`config.mk`:
```
export PLATFORM = sky130hd
export DESIGN_NAME = qrs_div_cell
export DESIGN_NICKNAME = d
export VERILOG_FILES = /design/src/hw/rtl/quadratic_root_solver_unit_defines.svh /design/src/hw/rtl/qrs_div_cell.sv
export SDC_FILE = /design/constraint.sdc
export NUM_CORES = 1
export LEC_CHECK = 0
export ABC_CLOCK_PERIOD_IN_PS = 4800
export BUFFER_PORTS_ARGS = -buffer_cell sky130_fd_sc_hd__buf_4
export CORE_AREA = 10 10 226 228
export CTS_CLUSTER_DIAMETER = 80
export DETAILED_ROUTE_END_ITERATION = 10
export DIE_AREA = 0 0 236 238
export PLACE_DENSITY_LB_ADDON = 0.08
export SLEW_MARGIN = 20
export SYNTH_ARGS = -nofsm -noshare
export SYNTH_HDL_FRONTEND = slang
export SYNTH_SLANG_ARGS = --single-unit
```
`constraint.sdc`:
```
create_clock -name clk -period 4.8 [get_ports clk]
set_input_delay 0.24 -clock clk [delete_from_list [all_inputs] [get_ports clk]]
set_output_delay 0.24 -clock clk [all_outputs]
set_load 0.01 [all_outputs]
```
`src/hw/rtl/quadratic_root_solver_unit_defines.svh`:
```
// ----------------------------------------------------------------------------
// Quadratic root solver assertion macros
// Shared concurrent assertion shorthands; they compile away in synthesis.
// ----------------------------------------------------------------------------
`ifndef QUADRATIC_ROOT_SOLVER_UNIT_DEFINES_SVH
`define QUADRATIC_ROOT_SOLVER_UNIT_DEFINES_SVH
`ifndef SYNTHESIS
`define QRS_ASSERT_IMP(lbl, clk, rst_n, ante, cons) \
  lbl: assert property (@(posedge clk) disable iff (!rst_n) (ante) |-> (cons)) \
    else $error("qrs: implication check failed");
`define QRS_ASSERT_NXT(lbl, clk, rst_n, ante, cons) \
  lbl: assert property (@(posedge clk) disable iff (!rst_n) (ante) |=> (cons)) \
    else $error("qrs: next-cycle check failed");
`else
`define QRS_ASSERT_IMP(lbl, clk, rst_n, ante, cons)
`define QRS_ASSERT_NXT(lbl, clk, rst_n, ante, cons)
`endif
`endif

```
`src/hw/rtl/qrs_div_cell.sv`:
```
`timescale 1ns / 1ps
// ----------------------------------------------------------------------------
// Divider cell
// One restoring division step for two dividends that share a divisor.
// ----------------------------------------------------------------------------
module qrs_div_cell #(
  parameter int DEN_W = 33,
  parameter int QUO_W = 51
) (
  input  logic                   clk,
  input  logic                   en,
  input  logic [DEN_W-1:0]       den_i,
  input  logic [1:0][DEN_W-1:0]  rem_i,
  input  logic [1:0][QUO_W-1:0]  quo_i,
  input  logic [1:0][QUO_W-1:0]  dat_i,
  output logic [DEN_W-1:0]       den_o,
  output logic [1:0][DEN_W-1:0]  rem_o,
  output logic [1:0][QUO_W-1:0]  quo_o,
  output logic [1:0][QUO_W-1:0]  dat_o
);

  logic [1:0][DEN_W:0]   cur;
  logic [1:0][DEN_W:0]   diff;
  logic [1:0]            ge;
  logic [1:0][DEN_W-1:0] rem_nxt;
  logic [1:0][QUO_W-1:0] quo_nxt;
  logic [1:0][QUO_W-1:0] dat_nxt;
  logic [DEN_W-1:0]      den_r;
  logic [1:0][DEN_W-1:0] rem_r;
  logic [1:0][QUO_W-1:0] quo_r;
  logic [1:0][QUO_W-1:0] dat_r;

  always_comb begin
    for (int ln = 0; ln < 2; ln++) begin
      cur[ln]     = {rem_i[ln], dat_i[ln][QUO_W-1]};
      diff[ln]    = cur[ln] - {1'b0, den_i};
      ge[ln]      = (cur[ln] >= {1'b0, den_i});
      rem_nxt[ln] = ge[ln] ? diff[ln][DEN_W-1:0] : cur[ln][DEN_W-1:0];
      quo_nxt[ln] = {quo_i[ln][QUO_W-2:0], ge[ln]};
      dat_nxt[ln] = {dat_i[ln][QUO_W-2:0], 1'b0};
    end
  end

  always_ff @(posedge clk) begin
    if (en) begin
      den_r <= den_i;
      rem_r <= rem_nxt;
      quo_r <= quo_nxt;
      dat_r <= dat_nxt;
    end
  end

  assign den_o = den_r;
  assign rem_o = rem_r;
  assign quo_o = quo_r;
  assign dat_o = dat_r;

endmodule

```
==> results.txt <==
CTS tree: built
post-CTS setup buffer count: 0
Global Route Usage Sum: 20.50%
number of global-route vias before repair: 12040
Req. time, crit path: 5090 ps
gpl congestion: 0.8678
RSZ-0062 raised after global routing: no
Initial Util: 29.58%
grt total ovfl: 0
Worst Setup SP: den_i[0]
clk buf depth: 3
Period minus WS final: 4055 ps
yosys warns: 0
H-tree depth: 2
post-CTS sizing: 0
dpl hpwl: 48.13 mm
cell taking the most area after synthesis: edfxtp_1
CP endpoint kind: register
Synth Cell Area: 13710 µm²
Vias: 11620
initial antenna violation count: 10
Port Buffers: 603
Synth cell types: 71
Worst setup endpoint: rem_o[36]
ANT nets after route: 0
commonest non-fill, non-tap cells in the layout: buf_4, edfxtp_1, dlygate4sd3_1, ha_1, inv_1
hold_buf cts: 282
area delta synth->final: 67.63%
min-delay worst type: input port to register
Startpoint Class: input port
Peak Freq: 246.6 MHz
# placed instances: 2147
leakage: 9.898 nW
critical path's slowest cell: a2111o_1
final max-slew violation count: 0
Critical Path AT: 4340 ps
DR pass1 iterations: 6
Chip Width: 236 µm
TritonCTS sink count: 301
CP cell instances: dlygate4sd3_1 -> buf_4 -> ha_1 -> inv_1 -> fa_1 -> a21o_1 -> a221oi_2 -> o221ai_2 -> a2111o_1 -> a211oi_2 -> o31a_4 -> o21a_1 -> inv_6 -> mux2_1
drt wl/cell: 24.25 µm
CTS root buffer: clkbuf_16
most common cell after layout, fill and taps aside: buf_4
max_slew headroom: 44.53%
Final Hold Fails: 0
post-DR vias/cell: 4.640
Seq/Total Area, Yosys: 65.91%
Clock transition at path regs: 60 ps
number of buffers created by CTS: 38
Yosys reg bits: 301
slowest cell delay on critical path: 560 ps
core box area: 46360 µm²
Async S/R FF share, synth: 0%
final setup fails: 0
full die area: 56170 µm²
die height: 238 µm
largest net degree at the start of global routing: 117
first-pass GRT wire length: 85.54 mm
final worst setup slack: 745.0 ps
fraction of layout cells with a size suffix above 1: 37.50%
drt drc: 0
worst slack, placed: 689.7 ps
Crit Path Class: input port to register
VDD IR max: 0.2532 mV
Row Count: 79
Max Fanout on Critical Path: 27
Post-synth EDFFs: 301
dominant cells by area after synthesis: edfxtp_1, ha_1, a21oi_1
io pins: 608
Final Cycle Share: 84.48%
share of the synthesized area in the top cell type: 65.91%
initial drt markers: 702
Power Density: 340.4 nW/µm²
Post-Route Setup TNS: 0 ps
Slew @ Worst Pin: 824.4 ps
status: finished clean
Primary FF master, synth: edfxtp_1
Avg Inst Size Synth: 14.38 µm²
Synth Instances: 954
Max-cap violations: 0
Non-Filler Instances: 2504
final net count: 2235
Post-Route WL: 60.72 mm
==> worst max-delay path: cells and delay by family <==
family                   cells  cell delay (ps)
AO/OA/AOI/OAI                7             2270
adder cells (fa/ha/maj)      2              570
buffers and inverters        4              850
multiplexers                 1              370
==> synth_stat cells (all sizes together) (7+ instances only) <==
cell type / count
a211oi: 8
a21o: 37
a21oi: 57
a31oi: 7
and3: 10
buf: 8
clkbuf: 17
edfxtp: 301
ha: 66
inv: 60
mux2: 48
nand2: 40
nand3: 17
nand4: 13
nor2: 49
nor3: 17
o211ai: 10
o21a: 13
o21ai: 34
o31ai: 12
xnor2: 32
xor2: 15
==> registers in the layout, summed over array words and instances, names as in the netlist <==
name and count:
dat_o 100, den_o 33, quo_o 102, rem_o 66
==> layer usage <==
metal  track usage [%]  vias to the layer above  share of wire [%]
li1                  -                     5503                  -
met1             23.27                     5612                 39
met2             36.22                      418                 51
met3             5.711                       82                6.6
met4             7.479                        4                3.3
met5                 0                        -              0.035
==> stage by stage <==
stage / total power (W) / hold slack, ps / utilization [%] / area (µm²)
final: 0.007826 / 32.78 / 49.59 / 22990
after floorplan: 0.004022 / 338.9 / - / 13720
after detailed placement: 0.004931 / 419.4 / 40.90 / 18960
after global routing: 0.008167 / 13.94 / 49.58 / 22980
after global placement: 0.004928 / 418.5 / 40.90 / 18960
after CTS: 0.007943 / 1.164 / 49.54 / 22970
==> area by class of cell <==
class,count,area [µm²]
diodes,9,22.52
clock buffers,48,1010
clock inverters,18,172.7
fillers,4100,23370
inverters,60,230.2
multi-input cells,569,4322
flip-flops and latches,301,9039
well taps,607,759.5
repair buffers,892,7435
==> how the worst min path moves through the flow <==
stage / start / endpoint / cells after the start
floorplan: dat_i[99] / dat_o[100] / 0
global placement: dat_i[6] / dat_o[7] / 1
detailed placement: quo_i[87] / quo_o[88] / 1
CTS: rem_i[50] / rem_o[51] / 2
global route: rem_i[50] / rem_o[51] / 2
finish: rem_i[50] / rem_o[51] / 2
==> cells by family after synthesis <==
logic type,count (synthesis),synth area share (%)
flops,301,65.91
compound gates,223,11.07
simple gates,179,6.468
buf+inv,85,2.609
fa+ha+maj,68,6.313
mux,50,4.607
xor+xnor,47,3.002
other cells,1,0.02734
==> power by group <==
part | internal [W] | total, W | switching (W)
logic | 0.000915 | 0.00180 | 0.000882
registers | 0.00320 | 0.00328 | 0.0000799
clock network | 0.00161 | 0.00275 | 0.00114
Note: power is estimated with default switching activity, not from simulation.
