**src/hw/rtl/quadratic_root_solver_unit_defines.svh**
```systemverilog
// ----------------------------------------------------------------------------
// Quadratic root solver assertion macros
// Shared concurrent assertion shorthands; they compile away in synthesis.
// ----------------------------------------------------------------------------
`ifndef QUADRATIC_ROOT_SOLVER_UNIT_DEFINES_SVH
`define QUADRATIC_ROOT_SOLVER_UNIT_DEFINES_SVH
`ifndef SYNTHESIS
`define QRS_ASSERT_IMP(lbl, clk, rst_n, ante, cons) \
  lbl: assert property (@(posedge clk) disable iff (!rst_n) (ante) |-> (cons)) \
    else $error("qrs: implication check failed");
`define QRS_ASSERT_NXT(lbl, clk, rst_n, ante, cons) \
  lbl: assert property (@(posedge clk) disable iff (!rst_n) (ante) |=> (cons)) \
    else $error("qrs: next-cycle check failed");
`else
`define QRS_ASSERT_IMP(lbl, clk, rst_n, ante, cons)
`define QRS_ASSERT_NXT(lbl, clk, rst_n, ante, cons)
`endif
`endif

```
**src/hw/rtl/qrs_sqrt_cell.sv**
```systemverilog
`timescale 1ns / 1ps
// ----------------------------------------------------------------------------
// Square root cell
// One restoring step of a bitwise integer square root: resolves one root bit.
// ----------------------------------------------------------------------------
module qrs_sqrt_cell #(
  parameter int ROOT_W = 33
) (
  input  logic                  clk,
  input  logic                  en,
  input  logic [ROOT_W+1:0]     rem_i,
  input  logic [ROOT_W-1:0]     root_i,
  input  logic [2*ROOT_W-1:0]   dat_i,
  output logic [ROOT_W+1:0]     rem_o,
  output logic [ROOT_W-1:0]     root_o,
  output logic [2*ROOT_W-1:0]   dat_o
);

  localparam int CUR_W = ROOT_W + 4;

  logic [CUR_W-1:0]    cur;
  logic [CUR_W-1:0]    trial;
  logic [CUR_W-1:0]    diff;
  logic                ge;
  logic [ROOT_W+1:0]   rem_nxt;
  logic [ROOT_W-1:0]   root_nxt;
  logic [2*ROOT_W-1:0] dat_nxt;
  logic [ROOT_W+1:0]   rem_r;
  logic [ROOT_W-1:0]   root_r;
  logic [2*ROOT_W-1:0] dat_r;

  always_comb begin
    cur      = {rem_i, dat_i[2*ROOT_W-1 -: 2]};
    trial    = CUR_W'({root_i, 2'b01});
    diff     = cur - trial;
    ge       = (cur >= trial);
    rem_nxt  = ge ? diff[ROOT_W+1:0] : cur[ROOT_W+1:0];
    root_nxt = {root_i[ROOT_W-2:0], ge};
    dat_nxt  = {dat_i[2*ROOT_W-3:0], 2'b00};
  end

  always_ff @(posedge clk) begin
    if (en) begin
      rem_r  <= rem_nxt;
      root_r <= root_nxt;
      dat_r  <= dat_nxt;
    end
  end

  assign rem_o  = rem_r;
  assign root_o = root_r;
  assign dat_o  = dat_r;

endmodule

```
**config.mk**
```make
export PLATFORM = sky130hd
export DESIGN_NAME = qrs_sqrt_cell
export DESIGN_NICKNAME = d
export VERILOG_FILES = /design/src/hw/rtl/quadratic_root_solver_unit_defines.svh /design/src/hw/rtl/qrs_sqrt_cell.sv
export SDC_FILE = /design/constraint.sdc
export NUM_CORES = 1
export LEC_CHECK = 0
export BUFFER_PORTS_ARGS = -buffer_cell sky130_fd_sc_hd__buf_2
export CORE_MARGIN = 10
export CORE_UTILIZATION = 53
export DETAILED_ROUTE_END_ITERATION = 8
export GPL_ROUTABILITY_DRIVEN = 0
export PLACE_DENSITY = 0.87
export SYNTH_ARGS = -nofsm -noshare
export SYNTH_HDL_FRONTEND = slang
export SYNTH_SLANG_ARGS = --single-unit
```
**constraint.sdc**
```tcl
create_clock -name clk -period 4.7 [get_ports clk]
set_input_delay 0.47 -clock clk [delete_from_list [all_inputs] [get_ports clk]]
set_output_delay 0.47 -clock clk [all_outputs]
set_load 0.005 [all_outputs]
```
==> impl_metrics.json <==
{
  "coreArea_um2": 12100,
  "cap_violations": 0,
  "layout-drive-gt1-share_pct": 44.4,
  "routedWlPerCell_um": 21.4,
  "worstMarginPinSlew_ns": 0.775,
  "irDropWorstVdd_mv": 0.175,
  "clock-root-buffer": "clkbuf_16",
  "layout_common_cells": "buf_2 (266), edfxtp_1 (132), inv_1 (41)",
  "p_leak_nw": 4.01,
  "grt_pass1_wl_um": 30700,
  "powerDensity_nw_per_um2": 400,
  "max_freq_ghz": 0.292,
  "ios": 270,
  "crit_path_top_delay_cell": "o211a_2",
  "ctsResizeCount": 0,
  "post-route-min-period_ns": 3.43,
  "drc": 0,
  "ys_seq_area_share_pct": 59.8,
  "ctsHoldBuffers": 0,
  "viasPerCell": 5.46,
  "combinationalPowerShare_pct": 19.7,
  "die_area_um2": 17400,
  "fin_util_pct": 71.6,
  "relSlewSlack_pct": 47.9,
  "synth_seq_cells": 132,
  "setup_violations": 0,
  "ys.warnings.count": 0,
  "grtUsageTotal_pct": 22.5,
  "synth_ff_type": "edfxtp_1",
  "cts_buffers": 17,
  "netSwitchingFraction_pct": 26.0,
  "syn_area_um2": 6630,
  "dp_cells": 910,
  "grt_pass1_vias": 5450,
  "final-max-slew-violation-count": 0,
  "vias": 5157,
  "io_buffers": 267,
  "intPower_mw": 2.57,
  "drt_pre_antenna_iters": 6,
  "grt_max_degree": 52,
  "total_power_mw": 3.46,
  "cts_tree": "built",
  "yosysTopAreaCell": "edfxtp_1",
  "h-tree-depth": 4,
  "nFillCells": 837,
  "synth_top_area_share_pct": 59.8,
  "avgSynthCellArea_um2": 13.6,
  "arrival_ns": 3.59,
  "worstPathCellList": "buf_2 > inv_1 > ha_1 > o21a_1 > o211ai_2 > a311oi_1 > nor4_2 > a2111oi_2 > o21a_2 > o211a_2 > buf_4 > mux2_4",
  "syn_to_final_growth_pct": 30.8,
  "synthTopCellsByArea": "edfxtp_1 (60%), ha_1 (6.6%), mux2_4 (5.7%), a21o_1 (2.9%), xnor2_1 (2.5%)",
  "die_h_um": 132,
  "die_x_um": 132,
  "synth-edff-count": 132,
  "postSynthCellCount": 488,
  "ys_types": 57,
  "crit_required_ns": 4.86,
  "power.share.clock_pct": 37.6,
  "path_clk_slew_ns": 0.06,
  "rows": 40,
  "post-route-cell-area_um2": 8670,
  "async_flop_share_pct": 0,
  "worstPathMaxFanout": 16,
  "final-hold-violation-count": 0,
  "dpl_cell_area_um2": 8080,
  "layout_commonest_cell": "buf_2",
  "gr-total-overflow": 0,
  "p_switching_mw": 0.899,
  "clock_path_buffers": 2,
  "drtIter0Drc": 597,
  "p_seq_share_pct": 42.7,
  "antenna_found_initial": 3,
  "critPathMaxStageDelay_ns": 0.53,
  "drt_wl_total_um": 20200,
  "fin_cells": 945,
  "grt_setup_unrepaired": "no",
  "nets": 932,
  "status": "finished clean",
  "initial_core_util_pct": 54.7,
  "holdCritPathClass": "primary input to flip-flop",
  "final_antenna_net_count": 0,
  "path_class": "primary input to flip-flop",
  "cts_num_sinks": 132,
  "start_kind": "primary input",
  "hpwlAfterDp_um": 15700,
  "post-route-period-util_pct": 72.9,
  "cts_setup_buffers": 0,
  "setup-tns-final_ns": 0,
  "endpoint_kind": "flip-flop"
}
## cell families after synthesis
family / Yosys count / share of synthesized area [%]
AOI/OAI and AO/OA: 107 / 11.3
buffers and inverters: 59 / 4.32
and+or+nand+nor: 87 / 6.40
muxes: 34 / 7.14
DFF: 132 / 59.8
adders and majority gates: 35 / 6.61
xor gates and xnor gates: 33 / 4.36
other: 1 / 0.0566
## area by class of cell
class / count / area (um^2) / area share, %
Antenna cell: 3 / 7.51 / 0.0866
Clock buffer: 19 / 433 / 4.99
Clock inverter: 13 / 153 / 1.76
Inverter: 41 / 154 / 1.78
Multi-Input combinational cell: 298 / 2380 / 27.4
Sequential cell: 132 / 3960 / 45.7
Tap cell: 168 / 210 / 2.42
Timing Repair Buffer: 271 / 1370 / 15.8
## synth_stat cells, types with 3 or more instances
master	count
a21o_1	26
a21oi_1	30
a31o_2	3
and3_1	4
buf_12	3
clkbuf_1	10
edfxtp_1	132
ha_1	35
inv_1	41
mux2_2	6
mux2_4	25
mux2i_1	3
nand2_1	25
nand3_1	9
nand4_1	8
nor2_1	22
nor2b_1	4
o21a_1	3
o21ai_0	12
o21bai_1	3
o221ai_1	4
xnor2_1	19
xor2_1	14
## registers in the layout, summed over array words and instances, names as in the netlist
register and flops:
rem_o 35, dat_o 64, root_o 33
## critical path, delay by kind of cell
family | cells | cell delay (ns)
AO/OA/AOI/OAI | 6 | 1.76
adder cells (fa/ha/maj) | 1 | 0.39
buffers and inverters | 3 | 0.50
multiplexers | 1 | 0.33
AND/OR/NAND/NOR | 1 | 0.13
## layer usage
| metal | vias to the layer above | track usage [%] | routed length (um) |
|---|---|---|---|
| met5 | - | 0 | 0 |
| met1 | 2448 | 23.9 | 7350 |
| met4 | 0 | 9.21 | 485 |
| met3 | 40 | 7.13 | 1750 |
| met2 | 288 | 40.2 | 10600 |
| li1 | 2381 | - | - |
## path summary, 6_finish.rpt
path	startpoint	to	slack [ns]	cells past startpoint
max	root_i[4]	rem_o[24]	1.27	12
min	dat_i[43]	dat_o[45]	0.23	1
## power groups by stage
stage	clock network, mW	logic (mW)	registers, mW
floorplan	0	0.364	1.52
finish	1.30	0.682	1.48
detailed placement	0	0.673	1.50
global route	1.37	0.736	1.49
CTS	1.32	0.683	1.48
global placement	0	0.651	1.50
## stage by stage
step / hold slack, ns / setup slack (ns)
finish: 0.226 / 1.27
global route: 0.212 / 1.04
CTS: 0.214 / 1.30
detailed placement: 0.649 / 0.877
global placement: 0.647 / 0.956
floorplan: 0.569 / 1.65
No activity file was read; power rests on OpenSTA's default activity.
